===== src/rtl/sha256_block_compress_defines.svh =====
// ----------------------------------------------------------------------------
// sha256_block_compress_defines
// assertion macros used by the block compression core
// ----------------------------------------------------------------------------
`ifndef SHA256_BLOCK_COMPRESS_DEFINES_SVH
`define SHA256_BLOCK_COMPRESS_DEFINES_SVH

// same-cycle implication, checked out of reset
`define SBC_ASSERT_NOW(label, pre, post) \
    label: assert property (@(posedge i_clk) disable iff (!i_rst_n) (pre) |-> (post)) \
        else $error("sha256 block compress check failed");

// next-cycle implication, checked out of reset
`define SBC_ASSERT_NEXT(label, pre, post) \
    label: assert property (@(posedge i_clk) disable iff (!i_rst_n) (pre) |=> (post)) \
        else $error("sha256 block compress sequence check failed");

`endif


===== src/rtl/sha256bc_pkg.sv =====
// ----------------------------------------------------------------------------
// sha256bc_pkg
// types, codes and round constants of the sha-256 block compression
// ----------------------------------------------------------------------------
package sha256bc_pkg;

    localparam logic CMD_LOAD = 1'b0;
    localparam logic CMD_MSG  = 1'b1;

    localparam int IN_TDATA_W  = 40;
    localparam int OUT_TDATA_W = 40;

    typedef struct packed {
        logic        cmd;
        logic [2:0]  idx;
        logic [31:0] data;
    } t_req;

    function automatic logic [31:0] round_k(input logic [5:0] t);
        logic [31:0] k;
        begin
            unique case (t)
                6'd0: k = 32'h428a2f98;  6'd1: k = 32'h71374491;
                6'd2: k = 32'hb5c0fbcf;  6'd3: k = 32'he9b5dba5;
                6'd4: k = 32'h3956c25b;  6'd5: k = 32'h59f111f1;
                6'd6: k = 32'h923f82a4;  6'd7: k = 32'hab1c5ed5;
                6'd8: k = 32'hd807aa98;  6'd9: k = 32'h12835b01;
                6'd10: k = 32'h243185be; 6'd11: k = 32'h550c7dc3;
                6'd12: k = 32'h72be5d74; 6'd13: k = 32'h80deb1fe;
                6'd14: k = 32'h9bdc06a7; 6'd15: k = 32'hc19bf174;
                6'd16: k = 32'he49b69c1; 6'd17: k = 32'hefbe4786;
                6'd18: k = 32'h0fc19dc6; 6'd19: k = 32'h240ca1cc;
                6'd20: k = 32'h2de92c6f; 6'd21: k = 32'h4a7484aa;
                6'd22: k = 32'h5cb0a9dc; 6'd23: k = 32'h76f988da;
                6'd24: k = 32'h983e5152; 6'd25: k = 32'ha831c66d;
                6'd26: k = 32'hb00327c8; 6'd27: k = 32'hbf597fc7;
                6'd28: k = 32'hc6e00bf3; 6'd29: k = 32'hd5a79147;
                6'd30: k = 32'h06ca6351; 6'd31: k = 32'h14292967;
                6'd32: k = 32'h27b70a85; 6'd33: k = 32'h2e1b2138;
                6'd34: k = 32'h4d2c6dfc; 6'd35: k = 32'h53380d13;
                6'd36: k = 32'h650a7354; 6'd37: k = 32'h766a0abb;
                6'd38: k = 32'h81c2c92e; 6'd39: k = 32'h92722c85;
                6'd40: k = 32'ha2bfe8a1; 6'd41: k = 32'ha81a664b;
                6'd42: k = 32'hc24b8b70; 6'd43: k = 32'hc76c51a3;
                6'd44: k = 32'hd192e819; 6'd45: k = 32'hd6990624;
                6'd46: k = 32'hf40e3585; 6'd47: k = 32'h106aa070;
                6'd48: k = 32'h19a4c116; 6'd49: k = 32'h1e376c08;
                6'd50: k = 32'h2748774c; 6'd51: k = 32'h34b0bcb5;
                6'd52: k = 32'h391c0cb3; 6'd53: k = 32'h4ed8aa4a;
                6'd54: k = 32'h5b9cca4f; 6'd55: k = 32'h682e6ff3;
                6'd56: k = 32'h748f82ee; 6'd57: k = 32'h78a5636f;
                6'd58: k = 32'h84c87814; 6'd59: k = 32'h8cc70208;
                6'd60: k = 32'h90befffa; 6'd61: k = 32'ha4506ceb;
                6'd62: k = 32'hbef9a3f7; 6'd63: k = 32'hc67178f2;
                default: k = 32'h0;
            endcase
            return k;
        end
    endfunction

endpackage


===== src/rtl/sha256bc_front.sv =====
// ----------------------------------------------------------------------------
// sha256bc_front
// request intake: unpacks the stream and queues requests for the core
// ----------------------------------------------------------------------------
module sha256bc_front (
    input  logic                                i_clk,
    input  logic                                i_rst_n,
    input  logic                                s_axis_tvalid,
    output logic                                s_axis_tready,
    input  logic [sha256bc_pkg::IN_TDATA_W-1:0] s_axis_tdata,
    input  logic                                s_axis_tuser,
    output logic                                o_req_valid,
    input  logic                                i_req_ready,
    output sha256bc_pkg::t_req                  o_req
);

    sha256bc_pkg::t_req r_q [2];
    logic [1:0]         r_cnt, n_cnt;
    logic               r_wr, r_rd;
    logic               w_push, w_pop;
    sha256bc_pkg::t_req w_in;

    always_comb begin
        w_in.cmd  = s_axis_tuser;
        w_in.idx  = s_axis_tdata[2:0];
        w_in.data = s_axis_tdata[34:3];
    end

    assign s_axis_tready = (r_cnt != 2'd2);
    assign o_req_valid   = (r_cnt != 2'd0);
    assign o_req         = r_q[r_rd];
    assign w_push        = s_axis_tvalid && s_axis_tready;
    assign w_pop         = o_req_valid && i_req_ready;

    always_comb begin
        n_cnt = r_cnt;
        if (w_push && !w_pop) begin
            n_cnt = r_cnt + 2'd1;
        end else if (!w_push && w_pop) begin
            n_cnt = r_cnt - 2'd1;
        end
    end

    always_ff @(posedge i_clk) begin
        if (!i_rst_n) begin
            r_cnt <= 2'd0;
            r_wr  <= 1'b0;
            r_rd  <= 1'b0;
        end else begin
            r_cnt <= n_cnt;
            if (w_push) begin
                r_wr <= ~r_wr;
            end
            if (w_pop) begin
                r_rd <= ~r_rd;
            end
        end
    end

    always_ff @(posedge i_clk) begin
        if (w_push) begin
            r_q[r_wr] <= w_in;
        end
    end

endmodule


===== src/rtl/sha256bc_core.sv =====
// ----------------------------------------------------------------------------
// sha256bc_core
// executes requests: chaining loads, schedule fill, 64 rounds, chaining add, emit
// ----------------------------------------------------------------------------
`include "sha256_block_compress_defines.svh"

module sha256bc_core (
    input  logic                                 i_clk,
    input  logic                                 i_rst_n,
    input  logic                                 i_req_valid,
    output logic                                 o_req_ready,
    input  sha256bc_pkg::t_req                   i_req,
    output logic                                 m_axis_tvalid,
    input  logic                                 m_axis_tready,
    output logic [sha256bc_pkg::OUT_TDATA_W-1:0] m_axis_tdata,
    output logic                                 m_axis_tlast
);

    localparam logic [1:0] ST_IDLE  = 2'd0;
    localparam logic [1:0] ST_ROUND = 2'd1;
    localparam logic [1:0] ST_ADD   = 2'd2;
    localparam logic [1:0] ST_EMIT  = 2'd3;

    logic [1:0]  r_state;
    logic [3:0]  r_wcnt;
    logic [5:0]  r_round;
    logic [2:0]  r_idx;
    logic [31:0] r_chain [8];
    logic [31:0] r_w [16];
    logic [31:0] r_v [8];

    logic [31:0] w_t1, w_t2, w_bs0, w_bs1, w_ch, w_maj, w_s0, w_s1, w_wnew;
    logic        w_pop, w_out_go;

    assign o_req_ready   = (r_state == ST_IDLE);
    assign w_pop         = i_req_valid && o_req_ready;
    assign m_axis_tvalid = (r_state == ST_EMIT);
    assign m_axis_tdata  = {5'd0, r_idx, r_chain[r_idx]};
    assign m_axis_tlast  = (r_idx == 3'd7);
    assign w_out_go      = m_axis_tvalid && m_axis_tready;

    // round logic
    always_comb begin
        w_bs1 = {r_v[4][5:0], r_v[4][31:6]} ^ {r_v[4][10:0], r_v[4][31:11]}
              ^ {r_v[4][24:0], r_v[4][31:25]};
        w_ch  = (r_v[4] & r_v[5]) ^ (~r_v[4] & r_v[6]);
        w_t1  = r_v[7] + w_bs1 + w_ch + sha256bc_pkg::round_k(r_round) + r_w[0];
        w_bs0 = {r_v[0][1:0], r_v[0][31:2]} ^ {r_v[0][12:0], r_v[0][31:13]}
              ^ {r_v[0][21:0], r_v[0][31:22]};
        w_maj = (r_v[0] & r_v[1]) ^ (r_v[0] & r_v[2]) ^ (r_v[1] & r_v[2]);
        w_t2  = w_bs0 + w_maj;
        w_s0  = {r_w[1][6:0], r_w[1][31:7]} ^ {r_w[1][17:0], r_w[1][31:18]}
              ^ {3'd0, r_w[1][31:3]};
        w_s1  = {r_w[14][16:0], r_w[14][31:17]} ^ {r_w[14][18:0], r_w[14][31:19]}
              ^ {10'd0, r_w[14][31:10]};
        w_wnew = r_w[0] + w_s0 + r_w[9] + w_s1;
    end

    always_ff @(posedge i_clk) begin
        if (!i_rst_n) begin
            r_state <= ST_IDLE;
            r_wcnt  <= 4'd0;
            r_round <= 6'd0;
            r_idx   <= 3'd0;
        end else begin
            unique case (r_state)
                ST_IDLE: begin
                    if (w_pop && i_req.cmd == sha256bc_pkg::CMD_MSG) begin
                        r_wcnt <= r_wcnt + 4'd1;
                        if (r_wcnt == 4'd15) begin
                            r_state <= ST_ROUND;
                            r_round <= 6'd0;
                        end
                    end
                end
                ST_ROUND: begin
                    r_round <= r_round + 6'd1;
                    if (r_round == 6'd63) begin
                        r_state <= ST_ADD;
                    end
                end
                ST_ADD: begin
                    r_idx   <= 3'd0;
                    r_state <= ST_EMIT;
                end
                ST_EMIT: begin
                    if (w_out_go) begin
                        r_idx <= r_idx + 3'd1;
                        if (r_idx == 3'd7) begin
                            r_state <= ST_IDLE;
                        end
                    end
                end
                default: r_state <= ST_IDLE;
            endcase
        end
    end

    // datapath
    always_ff @(posedge i_clk) begin
        if (!i_rst_n) begin
            for (int i = 0; i < 8; i++) begin
                r_v[i] <= 32'd0;
            end
        end else if (r_state == ST_IDLE && w_pop && i_req.cmd == sha256bc_pkg::CMD_MSG
                     && r_wcnt == 4'd15) begin
            for (int i = 0; i < 8; i++) begin
                r_v[i] <= r_chain[i];
            end
        end else if (r_state == ST_ROUND) begin
            r_v[7] <= r_v[6];
            r_v[6] <= r_v[5];
            r_v[5] <= r_v[4];
            r_v[4] <= r_v[3] + w_t1;
            r_v[3] <= r_v[2];
            r_v[2] <= r_v[1];
            r_v[1] <= r_v[0];
            r_v[0] <= w_t1 + w_t2;
        end
    end

    always_ff @(posedge i_clk) begin
        if (w_pop && i_req.cmd == sha256bc_pkg::CMD_MSG) begin
            for (int i = 0; i < 15; i++) begin
                r_w[i] <= r_w[i+1];
            end
            r_w[15] <= i_req.data;
        end else if (r_state == ST_ROUND) begin
            for (int i = 0; i < 15; i++) begin
                r_w[i] <= r_w[i+1];
            end
            r_w[15] <= w_wnew;
        end
    end

    always_ff @(posedge i_clk) begin
        if (w_pop && i_req.cmd == sha256bc_pkg::CMD_LOAD) begin
            r_chain[i_req.idx] <= i_req.data;
        end else if (r_state == ST_ADD) begin
            for (int i = 0; i < 8; i++) begin
                r_chain[i] <= r_chain[i] + r_v[i];
            end
        end
    end

    `SBC_ASSERT_NEXT(a_rounds_end, (r_state == ST_ROUND && r_round == 6'd63), (r_state == ST_ADD))
    `SBC_ASSERT_NEXT(a_emit_start, (r_state == ST_ADD), (r_state == ST_EMIT && r_idx == 3'd0))
    `SBC_ASSERT_NEXT(a_emit_done, (w_out_go && r_idx == 3'd7), (r_state == ST_IDLE && r_wcnt == 4'd0))

endmodule


===== src/rtl/sha256_block_compress.sv =====
// ----------------------------------------------------------------------------
// sha256_block_compress
// sha-256 block compression with chaining word loads and message streaming
// ----------------------------------------------------------------------------
// a load or one of the first fifteen message words is taken by the core while it is idle
// the sixteenth word starts the rounds, then the add into the chaining words, then 8 output words
// the core takes no new request until the last output word of a 64-byte block is accepted
// a two-entry request queue takes up to two more requests while the rounds run
// reset (synchronous, active low) clears control state; chaining words are undefined until loaded
// ----------------------------------------------------------------------------
module sha256_block_compress (
    input  logic        i_clk,
    input  logic        i_rst_n,
    input  logic        s_axis_tvalid,
    output logic        s_axis_tready,
    input  logic [39:0] s_axis_tdata,   // word_index[2:0], data_word[34:3], zero pad
    input  logic        s_axis_tuser,   // command
    output logic        m_axis_tvalid,
    input  logic        m_axis_tready,
    output logic [39:0] m_axis_tdata,   // hash_word[31:0], hash_index[34:32], zero pad
    output logic        m_axis_tlast
);

    logic               w_req_valid;
    logic               w_req_ready;
    sha256bc_pkg::t_req w_req;

    sha256bc_front u_front (
        .i_clk         (i_clk),
        .i_rst_n       (i_rst_n),
        .s_axis_tvalid (s_axis_tvalid),
        .s_axis_tready (s_axis_tready),
        .s_axis_tdata  (s_axis_tdata),
        .s_axis_tuser  (s_axis_tuser),
        .o_req_valid   (w_req_valid),
        .i_req_ready   (w_req_ready),
        .o_req         (w_req)
    );

    sha256bc_core u_core (
        .i_clk         (i_clk),
        .i_rst_n       (i_rst_n),
        .i_req_valid   (w_req_valid),
        .o_req_ready   (w_req_ready),
        .i_req         (w_req),
        .m_axis_tvalid (m_axis_tvalid),
        .m_axis_tready (m_axis_tready),
        .m_axis_tdata  (m_axis_tdata),
        .m_axis_tlast  (m_axis_tlast)
    );

endmodule


===== config.mk =====
export PLATFORM = sky130hd
export DESIGN_NAME = sha256_block_compress
export DESIGN_NICKNAME = d
export VERILOG_FILES = /design/src/rtl/sha256bc_pkg.sv /design/src/rtl/sha256bc_front.sv /design/src/rtl/sha256bc_core.sv /design/src/rtl/sha256_block_compress.sv
export VERILOG_INCLUDE_DIRS = /design/src /design/src/rtl
export SDC_FILE = /design/constraint.sdc
export NUM_CORES = 2
export LEC_CHECK = 0
export BUFFER_PORTS_ARGS = -buffer_cell sky130_fd_sc_hd__clkbuf_2
export CORE_MARGIN = 2
export CORE_UTILIZATION = 45
export CTS_CLUSTER_DIAMETER = 40
export DETAILED_ROUTE_END_ITERATION = 16
export PLACE_DENSITY = 0.62
export SLEW_MARGIN = 40
export SYNTH_ARGS = -nofsm -noshare
export SYNTH_HDL_FRONTEND = slang
export SYNTH_HIERARCHICAL = 1
export SYNTH_SLANG_ARGS = --single-unit

===== constraint.sdc =====
create_clock -name i_clk -period 29.6 [get_ports i_clk]
set_clock_uncertainty 0.15 [all_clocks]
set_input_delay 1.48 -clock i_clk [delete_from_list [all_inputs] [get_ports i_clk]]
set_output_delay 1.48 -clock i_clk [all_outputs]
set_load 0.1 [all_outputs]

# Word-level counts from Yosys, hierarchy flattened
# Memory sizes are Yosys's and may differ from the RTL's. A register that Yosys moved wholly into a read port is not among the register bits.
# Cells that the tools add are included.
# word_totals
mem_count	5
inputBits	45
ramBits	1096
elab_cells	194
mem_bits_ro	2048
output_inout_bits	43
register_bits	19
# op_classes
eq_ne	12
add_sub_neg	23
mux	73
n_reduce_logical	22
bitwise_logic	52
# mem_list
memory	depth	width	read_ports	rd_ports_with_merged_regs	write_ports	line	source
(name not given)	64	32	1	1	0	sha256bc_pkg.sv:22	unique case (t)
u_core.r_w	16	32	16	0	16	sha256bc_core.sv:29	logic [31:0] r_w [16];
u_core.r_chain	8	32	9	1	8	sha256bc_core.sv:28	logic [31:0] r_chain [8];
u_core.r_v	8	32	8	0	8	sha256bc_core.sv:30	logic [31:0] r_v [8];
u_front.r_q	2	36	1	1	1	sha256bc_front.sv:17	sha256bc_pkg::t_req r_q [2];
# op_table
cell	count
32-bit 2-to-1 mux	33
32-bit adder	18
32-bit bitwise XOR	9
32-bit AND	5
32-bit inverter	1
1-bit bitwise OR	32
32-bit OR reduction	1
32-bit by 22-bit bitwise XOR with 32-bit output	1
32-bit by 29-bit bitwise XOR with 32-bit output	1
6-bit 2-to-1 mux	4
1-bit 2-to-1 mux	22
2-bit 2-to-1 mux	7
3-bit 2-to-1 mux	4
6-bit case mux with 2 select lines	1
1-bit logical AND	10
2-bit != test (second input constant)	5
2-bit case mux with 4 select lines	1
2-bit nonzero test	4
6-bit by 1-bit adder with 6-bit output (second input constant)	1
6-bit == test (second input constant)	1
3-bit case mux with 2 select lines	1
5-bit AND reduction	1
4-bit by 1-bit adder with 4-bit output (second input constant)	1
2-bit == test (second input constant)	2
12 further kinds	16

# Logic depth before layout (Yosys ltp)
# depth
ltp_word	10
ltp_mapped	35
mapped_depth_nobuf	34

# Cells and area by module
# The synthesis kept the hierarchy.
# by_module_without_submodules
mod	cells_per_inst	area_each_um2	instances
sha256bc_core	6019	67659.9	1
sha256bc_front	136	2832.7	1

# Least setup slack after synthesis
# No wires, ideal clock.
# synth_path
kind	reg2reg
start	reg with a tool-made name
end	reg with a tool-made name
required_time_ps	29323
stages_incl_launch_ff	14
synth_period_minus_slack_ps	13445
n_path_buf	2
slack_ps	16155
t_arrival_ps	13168
cell_sequence	dfxtp_1 buf_4 mux2_2 and3_1 clkbuf_1 nor2_1 inv_1 nand3_1 xor2_1 nand2_1 a221oi_1 o21ai_0 nand3_1 o21ai_1

==> results.json <==
{
  "synth_largest_area_cell": "sky130_fd_sc_hd__edfxtp_1",
  "route.final.wire_length_um": 218000,
  "post_synth.cell_area_avg_um2": 11.5,
  "clk_pin_slew_ns": 0.06,
  "critPathMostFrequentCell": "sky130_fd_sc_hd__a21o_1",
  "cp.arrival_ns": 10.38,
  "finalCritPeriodShare_pct": 33.8,
  "cts_tree": "done",
  "finalHoldViolCount": 0,
  "critPathCaptureType": "flop",
  "crit_slowest_cell": "sky130_fd_sc_hd__a211oi_1",
  "largest_net_degree_at_the_start_of_global_routing": 138,
  "final_critical_path_setup_slack_ns": 19.61,
  "layout_area_growth_over_synthesis_pct": 13.3,
  "number_of_gates_given_a_new_drive_strength_after_cts": 0,
  "status": "complete, no violations",
  "die_h_um": 400,
  "fin_area_um2": 79900,
  "hpwl_after_detailed_placement_um": 162000,
  "placement_rows": 145,
  "power_leakage_nw": 31.4,
  "netlist_instances": 6155,
  "max_freq_mhz": 100,
  "hold_removal_path_class": "flop to flop",
  "h-tree-depth": 4,
  "clockRootBuffer": "sky130_fd_sc_hd__clkbuf_16",
  "rsz0062_at_grt": "no",
  "multiInputGateArea_um2": 35000,
  "area.sequential_um2": 33400,
  "ys.warnings.count": 6,
  "synth_top_cells_by_area": "sky130_fd_sc_hd__edfxtp_1 44%, sky130_fd_sc_hd__ha_1 7.1%, sky130_fd_sc_hd__fa_1 5.5%",
  "max_slew_margin_pct": 36.8,
  "critPathKind": "flop to flop",
  "floorplan.io_pins": 88,
  "portBuffers": 77,
  "detail_route.vias_per_cell": 6.00,
  "most_common_library_cell_in_the_layout_ignoring_fill_and_taps": "sky130_fd_sc_hd__edfxtp_1",
  "synth_cell_types": 91,
  "synthDominantCellAreaShare_pct": 44.0,
  "cell_area_after_placement_um2": 73100,
  "post_synth_edffs": 1032,
  "cts_setup_buffers": 0,
  "initialDrtViolationCount": 5771,
  "synth_seq_area_share_pct": 47.3,
  "maxCapViolCount": 0,
  "grt_antenna_before_repair": 4,
  "preCtsSetupSlack_ns": 19.89,
  "finalCoreUtilization_pct": 51.3,
  "final_layout_net_count": 6841,
  "tns_ns": 0,
  "drive_gt1_share_pct": 11.4,
  "setup_viol": 0,
  "clock_sink_count": 1151,
  "routedWlPerCell_um": 25.9,
  "gp_congestion": 0.963,
  "max-clock-path-buffers": 3,
  "detail-route-antenna-nets": 0,
  "holdBufCountCts": 0,
  "vdd.ir_drop.worst_v": 0.000137,
  "die-width_um": 400,
  "worst_slew_pin_slew_ns": 0.947,
  "clock_latency_ns": 0.84,
  "worst-endpoint-required_ns": 29.99,
  "cp_num_buf_inv": 4,
  "cp_max_fo": 6,
  "detailroute.via_count": 50504,
  "synth-async-reset-ratio_pct": 0,
  "floorplan.initialDensity_pct": 45.2,
  "critical-path-top-delay-family": "compound AO/OA/AOI/OAI gates",
  "cts_buffer_count": 193,
  "synth_seq_cells": 1151,
  "crit_path_start_kind": "flop",
  "final-max-slew-violation-count": 0,
  "synthFlopType": "sky130_fd_sc_hd__edfxtp_1",
  "track_usage_pct": 27.2,
  "die-area_um2": 160000,
  "syn-cell-area_um2": 70500,
  "fillers": 13532,
  "detail_route.first_pass.iterations": 7,
  "core_area_um2": 156000,
  "power_density_nw_per_um2": 119,
  "cpPeakStageDelay_ns": 0.63,
  "wire_length_of_the_first_global_routing_pass_um": 320000,
  "layout.cells.most_common_list": "1032 x sky130_fd_sc_hd__edfxtp_1, 403 x sky130_fd_sc_hd__nand2_1, 397 x sky130_fd_sc_hd__ha_1",
  "drcViolationCount": 0,
  "grt_pass1_vias": 48550,
  "post-route-min-period_ns": 9.99,
  "overflow_left_after_global_routing": 0
}
==> area by class of cell <==
cell class	count	share of cell area (%)
diodes	2	0.00626
inverters	313	1.49
clock inverters	133	2.10
flip-flops and latches	1151	41.8
clock buffers	224	6.28
repair buffers	147	1.27
multi-input cells	4396	43.9
well taps	2058	3.22
==> cells in the mapped netlist (all sizes together), types with 72 or more instances <==
library cell	n
ha	399
nand3	90
a22o	131
mux2	97
clkbuf	220
buf	79
fa	195
xor2	177
and2	88
edfxtp	1032
mux2i	76
nand2	405
a21o	358
xnor2	390
a21oi	363
inv	312
nand2b	72
dfxtp	119
nor2	251
o21ai	449
==> layer usage <==
layer	vias to the layer above	GRT usage (%)	wire length [um]	part of all wire (%)
li1	22904	-	-	-
met5	-	0	0	0
met1	25056	38.2	94100	43
met4	0	11.1	9230	4.2
met3	407	5.33	18000	8.2
met2	2137	41.1	96700	44
==> final timing paths <==
path	slack, ns	start	depth (start not counted)	end
worst max-delay path	19.61	u_core/r_v[0][141]	31	u_core/r_v[0][30]
worst min-delay path	0.25	u_core/r_w[6][19]	0	u_core/r_w[5][51]
worst max register to register	19.61	u_core/r_v[0][141]	31	u_core/r_v[0][30]
worst min register to register	0.25	u_core/r_w[6][19]	0	u_core/r_w[5][51]
==> flip-flops by register name, indices dropped and copies added (netlist names), named ones only <==
name	count
u_front/r_q	72
u_front/r_rd	1
u_core/r_chain	256
u_core/r_state	2
u_front/r_wr	1
u_core/r_wcnt	4
u_front/r_cnt	2
u_core/r_v	256
u_core/r_w	512
u_core/r_idx	3
u_core/r_round	6
==> power breakdown <==
part | total (W) | switching, W | internal (W)
clock | 0.00228 | 0.000863 | 0.00142
sequential | 0.00254 | 0.000229 | 0.00231
combinational | 0.00468 | 0.00276 | 0.00193
==> per-stage QoR <==
stage	hold WS, ns	power, W	cells
2_1_floorplan	0.250	0.00603	6159
3_3_place_gp	0.250	0.00707	8062
3_5_place_dp	0.255	0.00716	8063
4_1_cts	0.245	0.00949	8420
5_1_grt	0.246	0.0101	8422
6_report	0.250	0.00950	8424
==> worst register-to-register path: cells and delay by family, from the launching register on <==
kind | cells | cell delay (ns)
adders and majority gates | 6 | 2.70
DFF | 1 | 0.59
buffers and inverters | 4 | 0.28
xor gates and xnor gates | 4 | 1.47
and+or+nand+nor | 3 | 0.54
AOI/OAI and AO/OA | 14 | 3.96
==> cells by family after synthesis <==
logic type / Yosys count / share of synthesized area [%]
AO/OA/AOI/OAI: 1775 / 16.6
AND/OR/NAND/NOR: 1215 / 8.34
flip-flops: 1151 / 47.3
buffers and inverters: 612 / 3.33
adder cells (fa/ha/maj): 597 / 12.7
XOR/XNOR: 567 / 7.04
multiplexers: 237 / 4.67
other: 1 / 0.00532
No activity file was read; power rests on OpenSTA's default activity.
